[src/mhas_pkg.sv]
// Shared types, constants and register codes for the MHAS packet framer.
package mhas_pkg;

  localparam int CONFIG_BYTES_DEFAULT = 48;

  // Request command codes.
  localparam logic CMD_CONFIG  = 1'b0;
  localparam logic CMD_PAYLOAD = 1'b1;

  // Configuration register indexes (byte address / 4).
  localparam logic [1:0] REG_WRAP       = 2'd0;
  localparam logic [1:0] REG_SYNC_EVERY = 2'd1;
  localparam logic [1:0] REG_CFG_LENGTH = 2'd2;

  // Stream constants.
  localparam logic [7:0]  SYNC_B0        = 8'hC0;
  localparam logic [7:0]  SYNC_B1        = 8'h01;
  localparam logic [7:0]  SYNC_B2        = 8'hA5;
  localparam logic [7:0]  CFG_HDR_HI     = 8'h20;
  localparam logic [4:0]  FRM_HDR_TOP    = 5'b01001;
  localparam logic [7:0]  FRM_ESC_HI     = 8'h4F;
  localparam logic [7:0]  FRM_ESC_LO     = 8'hFF;
  localparam logic [24:0] FLEN_MAX_SHORT = 25'd2046;
  localparam logic [24:0] FLEN_ESCAPE    = 25'd2047;
  localparam logic [23:0] FLEN_REM_MAX   = 24'hFFFFFF;

  typedef struct packed {
    logic        cmd;
    logic [7:0]  byte_value;
    logic [5:0]  config_index;
    logic        frame_start;
    logic        frame_end;
    logic        random_access;
    logic [24:0] frame_length;
  } req_t;

  typedef struct packed {
    logic [7:0] out_byte;
    logic       packet_end;
    logic       run_last;
  } rsp_t;

  typedef struct packed {
    logic       wrap;
    logic       sync_every;
    logic [5:0] clen;
  } cfg_t;

  // Output segments of one request, in emission order; sync is bit 0.
  typedef struct packed {
    logic pbyte;
    logic held;
    logic frm;
    logic cfg_data;
    logic cfg_hdr;
    logic sync;
  } plan_t;

  localparam plan_t PLAN_BYTE = '{pbyte: 1'b1, default: 1'b0};

  // State codes match the plan bit of each segment.
  typedef enum logic [2:0] {
    ST_SYNC     = 3'd0,
    ST_CFG_HDR  = 3'd1,
    ST_CFG_DATA = 3'd2,
    ST_FRM_HDR  = 3'd3,
    ST_HELD     = 3'd4,
    ST_BYTE     = 3'd5,
    ST_IDLE     = 3'd7
  } state_t;

  typedef struct packed {
    state_t seg;
    logic   accept;
    logic   emit;
    logic   direct;
    logic   run_last;
  } dp_cmd_t;

  typedef struct packed {
    plan_t plan_in;
    plan_t plan;
    logic  last;
    logic  out_free;
  } dp_stat_t;

endpackage

[src/mhas_packet_framer_top.sv]
// Top level of the MHAS packet framer: configuration registers and block wiring.
//
// Requests arrive on src (valid/ready). A request with cmd 0 writes one byte of
// the decoder configuration store and produces nothing. A request with cmd 1
// carries one frame byte; its output bytes leave on dst (valid/ready), the last
// one of each request flagged by run_last, the last one of a frame by packet_end.
//
// Flow: a request whose only output is its own byte is taken in the cycle it
// arrives and shows on dst in the next cycle, so payload streams at one byte
// per cycle while dst keeps taking bytes. A request that opens a frame, or flushes
// the held bytes in pass mode, is accepted first and then emits its bytes in order:
// sync, config header, config bytes (up to the 48-byte default store), frame header,
// held bytes or its own byte. The sequencer emits one byte per cycle unless dst
// stalls; config bytes come from a registered-read RAM read one ahead.
// src_ready is high only while the sequencer is idle.
//
// Reset (rst, synchronous) sets wrap_raw_frames and sync_every_frame to 1,
// config_length to 0 and closes any open frame; the config store is not
// cleared and must be loaded before it is used. When dst stalls, the output
// register holds its byte and the sequencer waits; src_ready drops until the
// pending burst has gone out.
module mhas_packet_framer_top import mhas_pkg::*; #(
  parameter int CONFIG_BYTES = CONFIG_BYTES_DEFAULT
) (
  input  logic        clk,
  input  logic        rst,
  // Request channel.
  input  logic        src_valid,
  output logic        src_ready,
  input  req_t        src_data,
  // Result channel.
  output logic        dst_valid,
  input  logic        dst_ready,
  output rsp_t        dst_data,
  // Configuration port.
  input  logic        psel,
  input  logic        penable,
  input  logic        pwrite,
  input  logic [3:0]  paddr,
  input  logic [31:0] pwdata,
  output logic [31:0] prdata,
  output logic        pready
);

  logic       wrap_raw_frames;
  logic       sync_every_frame;
  logic [5:0] config_length;
  logic       reg_write;
  cfg_t       cfg;
  dp_cmd_t    dp_cmd;
  dp_stat_t   dp_stat;

  // Registers are word aligned; the register index is the word address.
  assign pready    = 1'b1;
  assign reg_write = psel && penable && pwrite;

  always_ff @(posedge clk) begin
    if (rst) begin
      wrap_raw_frames  <= 1'b1;
      sync_every_frame <= 1'b1;
      config_length    <= 6'd0;
    end else if (reg_write) begin
      unique case (paddr[3:2])
        REG_WRAP:       wrap_raw_frames  <= pwdata[0];
        REG_SYNC_EVERY: sync_every_frame <= pwdata[0];
        REG_CFG_LENGTH: config_length    <= pwdata[5:0];
        default: begin
          // Writes past the last register are dropped.
        end
      endcase
    end
  end

  always_comb begin
    unique case (paddr[3:2])
      REG_WRAP:       prdata = {31'd0, wrap_raw_frames};
      REG_SYNC_EVERY: prdata = {31'd0, sync_every_frame};
      REG_CFG_LENGTH: prdata = {26'd0, config_length};
      default:        prdata = 32'd0;
    endcase
  end

  // A length beyond the store size is clamped to the store size.
  assign cfg.wrap       = wrap_raw_frames;
  assign cfg.sync_every = sync_every_frame;
  assign cfg.clen       = (int'(config_length) > CONFIG_BYTES) ? 6'(CONFIG_BYTES)
                                                                : config_length;

  mhas_ctrl u_ctrl (
    .clk       (clk),
    .rst       (rst),
    .src_valid (src_valid),
    .src_ready (src_ready),
    .stat      (dp_stat),
    .cmd       (dp_cmd)
  );

  mhas_dp #(
    .CONFIG_BYTES (CONFIG_BYTES)
  ) u_dp (
    .clk       (clk),
    .rst       (rst),
    .cfg       (cfg),
    .src_data  (src_data),
    .dst_ready (dst_ready),
    .dst_valid (dst_valid),
    .dst_data  (dst_data),
    .cmd       (dp_cmd),
    .stat      (dp_stat)
  );

endmodule

[src/mhas_ram.sv]
// Generic single-write, single-read RAM with registered read data.
module mhas_ram #(
  parameter int WIDTH = 8,
  parameter int DEPTH = 48
) (
  input  logic                     clk,
  input  logic                     we,
  input  logic [$clog2(DEPTH)-1:0] waddr,
  input  logic [WIDTH-1:0]         wdata,
  input  logic                     re,
  input  logic [$clog2(DEPTH)-1:0] raddr,
  output logic [WIDTH-1:0]         rdata
);

  logic [WIDTH-1:0] mem [DEPTH];

  always_ff @(posedge clk) begin
    if (we) begin
      mem[waddr] <= wdata;
    end
    if (re) begin
      rdata <= mem[raddr];
    end
  end

endmodule

[src/mhas_dp.sv]
// Datapath of the MHAS framer: framing state, config store, byte selection and output register.
module mhas_dp import mhas_pkg::*; #(
  parameter int CONFIG_BYTES = CONFIG_BYTES_DEFAULT
) (
  input  logic     clk,
  input  logic     rst,
  input  cfg_t     cfg,
  input  req_t     src_data,
  input  logic     dst_ready,
  output logic     dst_valid,
  output rsp_t     dst_data,
  input  dp_cmd_t  cmd,
  output dp_stat_t stat
);

  localparam int AW = $clog2(CONFIG_BYTES);

  // Framing state.
  logic [7:0]  held [3];
  logic [1:0]  held_count;
  logic        frame_ap;
  logic        inside_frame;

  // Latched request.
  plan_t       plan;
  logic [7:0]  pay_byte;
  logic        pay_end;
  logic [1:0]  held_n;
  logic        flen_long;
  logic [10:0] flen_lo;
  logic [23:0] flen_rem;
  logic [5:0]  cnt;

  // Next values computed from the request on the input.
  plan_t       plan_in;
  logic [7:0]  held_next [3];
  logic [1:0]  held_count_next;
  logic        frame_ap_next;
  logic        inside_frame_next;
  logic [1:0]  held_n_in;
  logic        live;
  logic        ap_eff;
  logic [1:0]  hc_eff;
  logic [1:0]  hc_inc;
  logic        is_sync;
  logic [24:0] flen_diff;

  logic        last;
  logic [7:0]  sel_byte;
  logic        sel_end;
  logic        ram_we;
  logic        ram_re;
  logic [AW-1:0] ram_raddr;
  logic [7:0]  ram_rdata;

  always_comb begin
    plan_in           = '0;
    held_next         = held;
    held_count_next   = held_count;
    frame_ap_next     = frame_ap;
    inside_frame_next = inside_frame;
    held_n_in         = 2'd0;
    live    = (src_data.cmd == CMD_PAYLOAD) && (src_data.frame_start || inside_frame);
    ap_eff  = src_data.frame_start ? src_data.random_access : frame_ap;
    hc_eff  = src_data.frame_start ? 2'd0 : held_count;
    hc_inc  = hc_eff + 2'd1;
    is_sync = (hc_eff == 2'd2) && (held[0] == SYNC_B0) && (held[1] == SYNC_B1)
              && (src_data.byte_value == SYNC_B2);
    if (live) begin
      frame_ap_next     = ap_eff;
      inside_frame_next = !src_data.frame_end;
      if (cfg.wrap) begin
        plan_in.sync     = src_data.frame_start && (cfg.sync_every || src_data.random_access);
        plan_in.cfg_hdr  = src_data.frame_start && src_data.random_access;
        plan_in.cfg_data = src_data.frame_start && src_data.random_access
                           && (cfg.clen != 6'd0);
        plan_in.frm      = src_data.frame_start;
        plan_in.pbyte    = 1'b1;
        held_count_next  = 2'd3;
      end else if (hc_eff != 2'd3) begin
        held_next[hc_eff] = src_data.byte_value;
        if ((hc_inc == 2'd3) || src_data.frame_end) begin
          plan_in.held    = 1'b1;
          plan_in.sync    = (cfg.sync_every || ap_eff) && !is_sync;
          held_n_in       = hc_inc;
          held_count_next = 2'd3;
        end else begin
          held_count_next = hc_inc;
        end
      end else begin
        plan_in.pbyte = 1'b1;
      end
    end
  end

  assign flen_diff = src_data.frame_length - FLEN_ESCAPE;

  always_ff @(posedge clk) begin
    if (rst) begin
      held         <= '{default: 8'h00};
      held_count   <= 2'd0;
      frame_ap     <= 1'b0;
      inside_frame <= 1'b0;
      plan         <= '0;
      cnt          <= 6'd0;
    end else if (cmd.accept) begin
      held         <= held_next;
      held_count   <= held_count_next;
      frame_ap     <= frame_ap_next;
      inside_frame <= inside_frame_next;
      plan         <= plan_in;
      cnt          <= 6'd0;
    end else if (cmd.emit) begin
      cnt <= last ? 6'd0 : cnt + 6'd1;
    end
  end

  always_ff @(posedge clk) begin
    if (cmd.accept) begin
      pay_byte  <= src_data.byte_value;
      pay_end   <= src_data.frame_end;
      held_n    <= held_n_in;
      flen_long <= src_data.frame_length > FLEN_MAX_SHORT;
      flen_lo   <= src_data.frame_length[10:0];
      flen_rem  <= flen_diff[24] ? FLEN_REM_MAX : flen_diff[23:0];
    end
  end

  // Config store: loaded by configuration requests, read ahead one byte while emitting.
  assign ram_we = cmd.accept && (src_data.cmd == CMD_CONFIG)
                  && (int'(src_data.config_index) < CONFIG_BYTES);
  assign ram_re = cmd.emit && (((cmd.seg == ST_CFG_HDR) && (cnt == 6'd1) && plan.cfg_data)
                  || ((cmd.seg == ST_CFG_DATA) && !last));
  assign ram_raddr = (cmd.seg == ST_CFG_HDR) ? '0 : AW'(cnt + 6'd1);

  mhas_ram #(
    .WIDTH (8),
    .DEPTH (CONFIG_BYTES)
  ) u_cfg_ram (
    .clk   (clk),
    .we    (ram_we),
    .waddr (src_data.config_index[AW-1:0]),
    .wdata (src_data.byte_value),
    .re    (ram_re),
    .raddr (ram_raddr),
    .rdata (ram_rdata)
  );

  always_comb begin
    last     = 1'b0;
    sel_byte = 8'h00;
    sel_end  = 1'b0;
    unique case (cmd.seg)
      ST_SYNC: begin
        last     = (cnt == 6'd2);
        sel_byte = (cnt == 6'd0) ? SYNC_B0 : ((cnt == 6'd1) ? SYNC_B1 : SYNC_B2);
      end
      ST_CFG_HDR: begin
        last     = (cnt == 6'd1);
        sel_byte = (cnt == 6'd0) ? CFG_HDR_HI : {2'b00, cfg.clen};
      end
      ST_CFG_DATA: begin
        last     = (cnt == cfg.clen - 6'd1);
        sel_byte = ram_rdata;
      end
      ST_FRM_HDR: begin
        if (flen_long) begin
          last = (cnt == 6'd4);
          unique case (cnt[2:0])
            3'd0:    sel_byte = FRM_ESC_HI;
            3'd1:    sel_byte = FRM_ESC_LO;
            3'd2:    sel_byte = flen_rem[23:16];
            3'd3:    sel_byte = flen_rem[15:8];
            default: sel_byte = flen_rem[7:0];
          endcase
        end else begin
          last     = (cnt == 6'd1);
          sel_byte = (cnt == 6'd0) ? {FRM_HDR_TOP, flen_lo[10:8]} : flen_lo[7:0];
        end
      end
      ST_HELD: begin
        last     = (cnt == {4'b0000, held_n - 2'd1});
        sel_byte = held[cnt[1:0]];
        sel_end  = last && pay_end;
      end
      ST_BYTE: begin
        last     = 1'b1;
        sel_byte = pay_byte;
        sel_end  = pay_end;
      end
      default: begin
        last = 1'b0;
      end
    endcase
  end

  // Output register: decouples the receiver from the sequencing.
  always_ff @(posedge clk) begin
    if (rst) begin
      dst_valid <= 1'b0;
    end else if (cmd.emit || cmd.direct) begin
      dst_valid <= 1'b1;
    end else if (dst_ready) begin
      dst_valid <= 1'b0;
    end
  end

  always_ff @(posedge clk) begin
    if (cmd.direct) begin
      dst_data <= '{out_byte: src_data.byte_value, packet_end: src_data.frame_end,
                    run_last: 1'b1};
    end else if (cmd.emit) begin
      dst_data <= '{out_byte: sel_byte, packet_end: sel_end, run_last: cmd.run_last};
    end
  end

  assign stat.plan_in  = plan_in;
  assign stat.plan     = plan;
  assign stat.last     = last;
  assign stat.out_free = !dst_valid || dst_ready;

`ifndef SYNTHESIS
  a_cfg_read_in_range: assert property (@(posedge clk) disable iff (rst)
    (cmd.emit && (cmd.seg == ST_CFG_DATA)) |-> (cnt < cfg.clen))
    else $error("config byte emitted beyond the configured length");

  a_held_nonempty: assert property (@(posedge clk) disable iff (rst)
    (cmd.emit && (cmd.seg == ST_HELD)) |-> ((held_n != 2'd0) && (cnt < {4'b0000, held_n})))
    else $error("held byte emitted with nothing held");
`endif

endmodule

[src/mhas_ctrl.sv]
// Controller of the MHAS framer: walks the output segments planned for each request.
module mhas_ctrl import mhas_pkg::*; (
  input  logic     clk,
  input  logic     rst,
  input  logic     src_valid,
  output logic     src_ready,
  input  dp_stat_t stat,
  output dp_cmd_t  cmd
);

  state_t st;
  state_t st_next;
  state_t follow;
  logic   direct_ok;

  // First planned segment after segment s (or ST_IDLE when none remains).
  function automatic state_t next_after(state_t s, plan_t p);
    logic [5:0] pv;
    state_t     r;
    pv = p;
    r  = ST_IDLE;
    for (int i = 5; i >= 0; i--) begin
      if (pv[i] && ((s == ST_IDLE) || (i > int'(s)))) begin
        r = state_t'(3'(i));
      end
    end
    return r;
  endfunction

  assign follow    = next_after(st, stat.plan);
  assign direct_ok = (stat.plan_in == PLAN_BYTE) && stat.out_free;

  always_ff @(posedge clk) begin
    if (rst) begin
      st <= ST_IDLE;
    end else begin
      st <= st_next;
    end
  end

  always_comb begin
    st_next = st;
    unique case (st)
      ST_IDLE: begin
        if (src_valid && !direct_ok) begin
          st_next = next_after(ST_IDLE, stat.plan_in);
        end
      end
      default: begin
        if (stat.out_free && stat.last) begin
          st_next = follow;
        end
      end
    endcase
  end

  always_comb begin
    cmd       = '{seg: st, default: 1'b0};
    src_ready = 1'b0;
    unique case (st)
      ST_IDLE: begin
        src_ready  = 1'b1;
        cmd.accept = src_valid;
        cmd.direct = src_valid && direct_ok;
      end
      default: begin
        cmd.emit     = stat.out_free;
        cmd.run_last = stat.last && (follow == ST_IDLE);
      end
    endcase
  end

`ifndef SYNTHESIS
  a_idle_after_last: assert property (@(posedge clk) disable iff (rst)
    (cmd.emit && cmd.run_last) |=> (st == ST_IDLE))
    else $error("sequencer not idle after the last byte of a request");

  a_emit_needs_room: assert property (@(posedge clk) disable iff (rst)
    (cmd.emit || cmd.direct) |-> stat.out_free)
    else $error("output register overwritten while its byte waits");
`endif

endmodule
[config.mk]
export PLATFORM = sky130hd
export DESIGN_NAME = mhas_packet_framer_top
export DESIGN_NICKNAME = d
export VERILOG_FILES = /design/src/mhas_pkg.sv /design/src/mhas_packet_framer_top.sv /design/src/mhas_ram.sv /design/src/mhas_dp.sv /design/src/mhas_ctrl.sv
export SDC_FILE = /design/constraint.sdc
export NUM_CORES = 1
export LEC_CHECK = 0
export BUFFER_PORTS_ARGS = -buffer_cell sky130_fd_sc_hd__buf_2
export CAP_MARGIN = 10
export CORE_MARGIN = 5
export CORE_UTILIZATION = 45
export CTS_BUF_LIST = sky130_fd_sc_hd__clkbuf_16
export DETAILED_ROUTE_END_ITERATION = 8
export SLEW_MARGIN = 20
export SYNTH_ARGS = -nofsm -noshare
export SYNTH_HDL_FRONTEND = slang
export SYNTH_HIERARCHICAL = 1
export SYNTH_SLANG_ARGS = --single-unit
[constraint.sdc]
create_clock -name clk -period 4.8 [get_ports clk]
set_clock_uncertainty 0.15 [all_clocks]
set_input_delay 0.72 -clock clk [delete_from_list [all_inputs] [get_ports clk]]
set_output_delay 0.72 -clock clk [all_outputs]
set_load 0.005 [all_outputs]
After elaboration in Yosys (flattened, before gate mapping)
Memory sizes are Yosys's and may differ from the RTL's. A register that Yosys moved wholly into a read port is not among the register bits.
Index checks and enable logic that the tools add are counted.
{ "word_totals": {"mem_count": 1, "elab_cells": 201, "inputBits": 86, "regBits": 109, "out_inout_bits": 45, "mem_bits_rw": 384} }
{ "memory_table": {"columns": ["memory", "depth", "word_bits", "rd", "rd_ports_with_merged_regs", "wr", "line_no", "rtl"], "rows": [
  ["u_dp.u_cfg_ram.mem", 48, 8, 1, 1, 1, "mhas_ram.sv:15", "logic [WIDTH-1:0] mem [DEPTH];"]
]} }
{ "op_classes": {"eq_ne": 25, "n_reduce_logical": 64, "addsub": 5, "n_lt_le_gt_ge": 11, "bitwise_logic": 7, "muxes": 61} }
{ "op_table": {"columns": ["cell", "count"], "rows": [
  ["2-to-1 mux 8 bit", 7],
  ["one-hot mux 8 bit (6 select lines)", 1],
  ["2-to-1 mux 3 bit", 13],
  ["one-hot mux 8 bit (4 select lines)", 1],
  ["2-to-1 mux 6 bit", 5],
  ["logical AND 1 bit", 29],
  ["> comparator 25 x 11 -> 1 bit, second input constant", 1],
  ["subtractor 25 x 11 -> 25 bit, second input constant", 1],
  ["bitwise mux 24 bit", 1],
  ["2-to-1 mux 10 bit", 2],
  ["2-to-1 mux 1 bit", 19],
  ["one-hot mux 6 bit (3 select lines)", 1],
  ["binary-select mux 8 bit (select 2 bit)", 1],
  ["demux 8 bit (select 2 bit)", 1],
  ["equality test 8 bit, second input constant", 2],
  ["2-to-1 mux 2 bit", 7],
  ["equality test 3 x 2 -> 1 bit, second input constant", 4],
  ["equality test 3 bit, second input constant", 4],
  ["logical OR 1 bit", 12],
  ["AND reduction 2 bit", 5],
  ["equality test 8 x 1 -> 1 bit, second input constant", 1],
  ["nonzero test 2 bit", 4],
  ["adder 6 x 1 -> 6 bit, second input constant", 1],
  ["equality test 2 bit, second input constant", 3],
  ["other kinds (32)", 47]
]} }

Longest topological paths before layout
{ "depth": {"word_depth": 19, "mapped_depth": 13, "depth_no_buf": 13} }

Hierarchy
Netlist, hierarchy kept.
{ "modules_own_cells": {"columns": ["module", "seq_area_each_um2", "cells_per_inst", "n_inst", "area_each_um2"], "rows": [
  ["mhas_ram", 11771.3, 793, 1, 15429.8],
  ["mhas_dp", 2522.4, 596, 1, 5569.1],
  ["mhas_packet_framer_top", 160.2, 81, 1, 704.4],
  ["mhas_ctrl", 60.1, 54, 1, 409.1]
]} }

Least setup slack after synthesis
OpenSTA, ideal clock, no wires.
{ "synth_path": {"path_kind": "input to register", "startpoint": "in src_valid", "endpoint": "mem u_dp.u_cfg_ram.mem[18][0] (enable)", "setup_time_ns": 0.383, "t_required_ns": 4.267, "path_buffers": 1, "arrival_time_ns": 3.979, "path_slack_ns": 0.288, "stages": 8, "path_cell_list": "nand4_1 > inv_1 > clkbuf_1 > inv_1 > a211oi_1 > nor4bb_1 > nand2_1 > nor3_1"} }
{ "synth_rtl": {"columns": ["element", "line_no", "rtl"], "rows": [
  ["start, declared", "mhas_packet_framer_top.sv:28", "input logic src_valid,"],
  ["end, declared", "mhas_ram.sv:15", null]
]} }

==> summary.md <==
| Metric | Value |
|---|---|
| Die area | 53590 µm² |
| Worst EP required | 5.09 ns |
| Critical path startpoint category | flip-flop |
| YS warnings | 6 |
| Initial Util | 45.29% |
| Max Cap Violations | 0 |
| Final setup vio count | 0 |
| Vias in the first global route | 12.92k |
| Antenna violations before repair | 2 |
| Global-route usage over all layers | 19.54% |
| RSZ-0062 raised after global routing | no |
| Least-Margin Pin Slew | 0.9933 ns |
| Final #Nets | 1711 |
| Area grow syn2layout | 12.67% |
| Setup CP Type | flip-flop to flip-flop |
| Most common cell after layout, fill and taps aside | edfxtp_1 |
| Crit path max fanout | 7 |
| Sink Count | 500 |
| Syn_area_per_cell | 14.52 µm² |
| Final HPWL DP | 34560 µm |
| Largest net degree at the start of global routing | 55 |
| Root buffer cell | clkbuf_16 |
| GPL Wtd Cong | 0.8744 |
| Die height | 231.5 µm |
| Post-CTS sizing | 0 |
| Share of cells above drive strength 1 | 18.11% |
| Pre-antenna DRT Iters | 5 |
| Final hold vios | 0 |
| DR WL/cell | 22.74 µm |
| Status | complete, no violations |
| Crit path time final | 3.938 ns |
| Mapped Cells | 1521 |
| Initial DRC count | 1065 |
| CTS Buffer Depth | 3 |
| Peak supply drop | 291.0 µV |
| CTS buffer count | 51 |
| Worst-path clk slew | 0.06 ns |
| Share of the core filled with cells | 51.03% |
| First-pass GRT wire length | 79900 µm |
| Pwr dens | 483.9 nW/µm² |
| Critical path arrival | 4.23 ns |
| Hold Crit Class | primary input to flip-flop |
| Clock Latency Late Sink | 0.60 ns |
| CP Cell Sequence | nand2_1 -> and2_1 -> inv_1 -> ha_1 -> nor3b_1 -> xor2_1 -> o21a_1 -> o311ai_0 -> a21o_1 -> and3_2 -> or2_4 -> a41oi_2 |
| Fin crit share | 82.04% |
| TritonCTS clock tree | yes |
| Fmax | 253.9 MHz |
| CP max stage delay | 0.76 ns |
| Setup repair bufs after CTS | 0 |
| Routed wire length | 52680 µm |
| H-tree levels | 2 |
| Total gr overflow | 0 |
| IO buf count | 75 |
| Post-Syn Area | 22080 µm² |
| Die W | 231.5 µm |
| Vias | 13.19k |
| Leak Pwr | 8.944 nW |
| CP max-delay cell | o311ai_0 |
| Vias per cell | 5.693 |
| Most frequent cells in the layout | edfxtp_1 (448), mux2i_1 (145), nand2_1 (103) |
| Std-Cell Rows | 81 |
| Max-slew violations | 0 |
| Detail Route Antenna Nets | 0 |
| Remaining routing DRC violations | 0 |
| CORE AREA | 48750 µm² |
| # IOs | 131 |
| Slew headroom | 33.17% |
| Crit end category | flip-flop |
| CTS hold repair buffers | 0 |
| Setup TNS Final | 0 ns |
through the flow:
step	hold slack [ns]	cells	instance area (µm²)	power [mW]	setup WS, ns
global route	0.1726	2317	24880	12.56	0.7182
CTS	0.1735	2315	24870	12.15	0.9238
global placement	0.2917	2223	23140	8.060	0.8015
detailed placement	0.2997	2223	23140	8.088	0.6695
floorplan	0.2829	1546	22170	7.295	0.3354
finish	0.2061	2317	24880	12.04	0.8619
final timing paths:
kind / startpoint / endpoint / slack [ns] / depth (start not counted)
max: config_length[4]$_SDFFE_PP0P_ / u_ctrl/st[1]$_SDFFE_PP1P_ / 0.86 / 12
min: src_data[10] / u_dp/flen_lo[10]$_DFFE_PP_ / 0.21 / 1
max reg2reg: config_length[4]$_SDFFE_PP0P_ / u_ctrl/st[1]$_SDFFE_PP1P_ / 0.86 / 12
min reg2reg: u_dp/held[2]$_SDFFE_PP0P_ / u_dp/held[2]$_SDFFE_PP0P_ / 0.31 / 2
power breakdown:
part | internal [mW] | switching (mW) | total [mW]
sequential | 4.99 | 0.0674 | 5.05
clock | 2.43 | 1.63 | 4.05
combinational | 1.21 | 1.72 | 2.93
area by class of cell:
| cell class | instances | area, µm² |
|---|---|---|
| diodes | 2 | 5.005 |
| clock buffers | 53 | 1326 |
| clock inverters | 39 | 402.9 |
| fillers | 4096 | 23870 |
| inverters | 25 | 93.84 |
| multi-input cells | 907 | 6933 |
| flip-flops and latches | 500 | 14490 |
| well taps | 664 | 830.8 |
| repair buffers | 127 | 790.8 |
critical path: cells and delay by family (launching register included):
kind	cells	cell delay, ns
xor+xnor	1	0.15
fa+ha+maj	1	0.24
simple gates	5	1.19
buf+inv	1	0.13
flops	1	0.51
compound gates	4	1.42
flip-flops by register name (all words and copies together), names as in the netlist, 2 cells and up:
register / count
u_dp/flen_lo: 11
u_dp/u_cfg_ram/mem: 384
u_ctrl/st: 3
u_dp/held: 24
u_dp/held_count: 2
u_dp/dst_data: 10
u_dp/flen_rem: 24
u_dp/cnt: 6
config_length: 6
u_dp/u_cfg_ram/rdata: 8
u_dp/stat: 5
u_dp/held_n: 2
u_dp/pay_byte: 8
per-layer routing:
layer | up-vias | GRT usage [%] | wire length (µm)
met5 | - | 0 | 0
met3 | 87 | 3.761 | 3414
met4 | 0 | 5.423 | 1350
met1 | 6673 | 27.98 | 22870
met2 | 402 | 30.83 | 25050
li1 | 6029 | - | -
No activity file was read; power rests on OpenSTA's default activity.
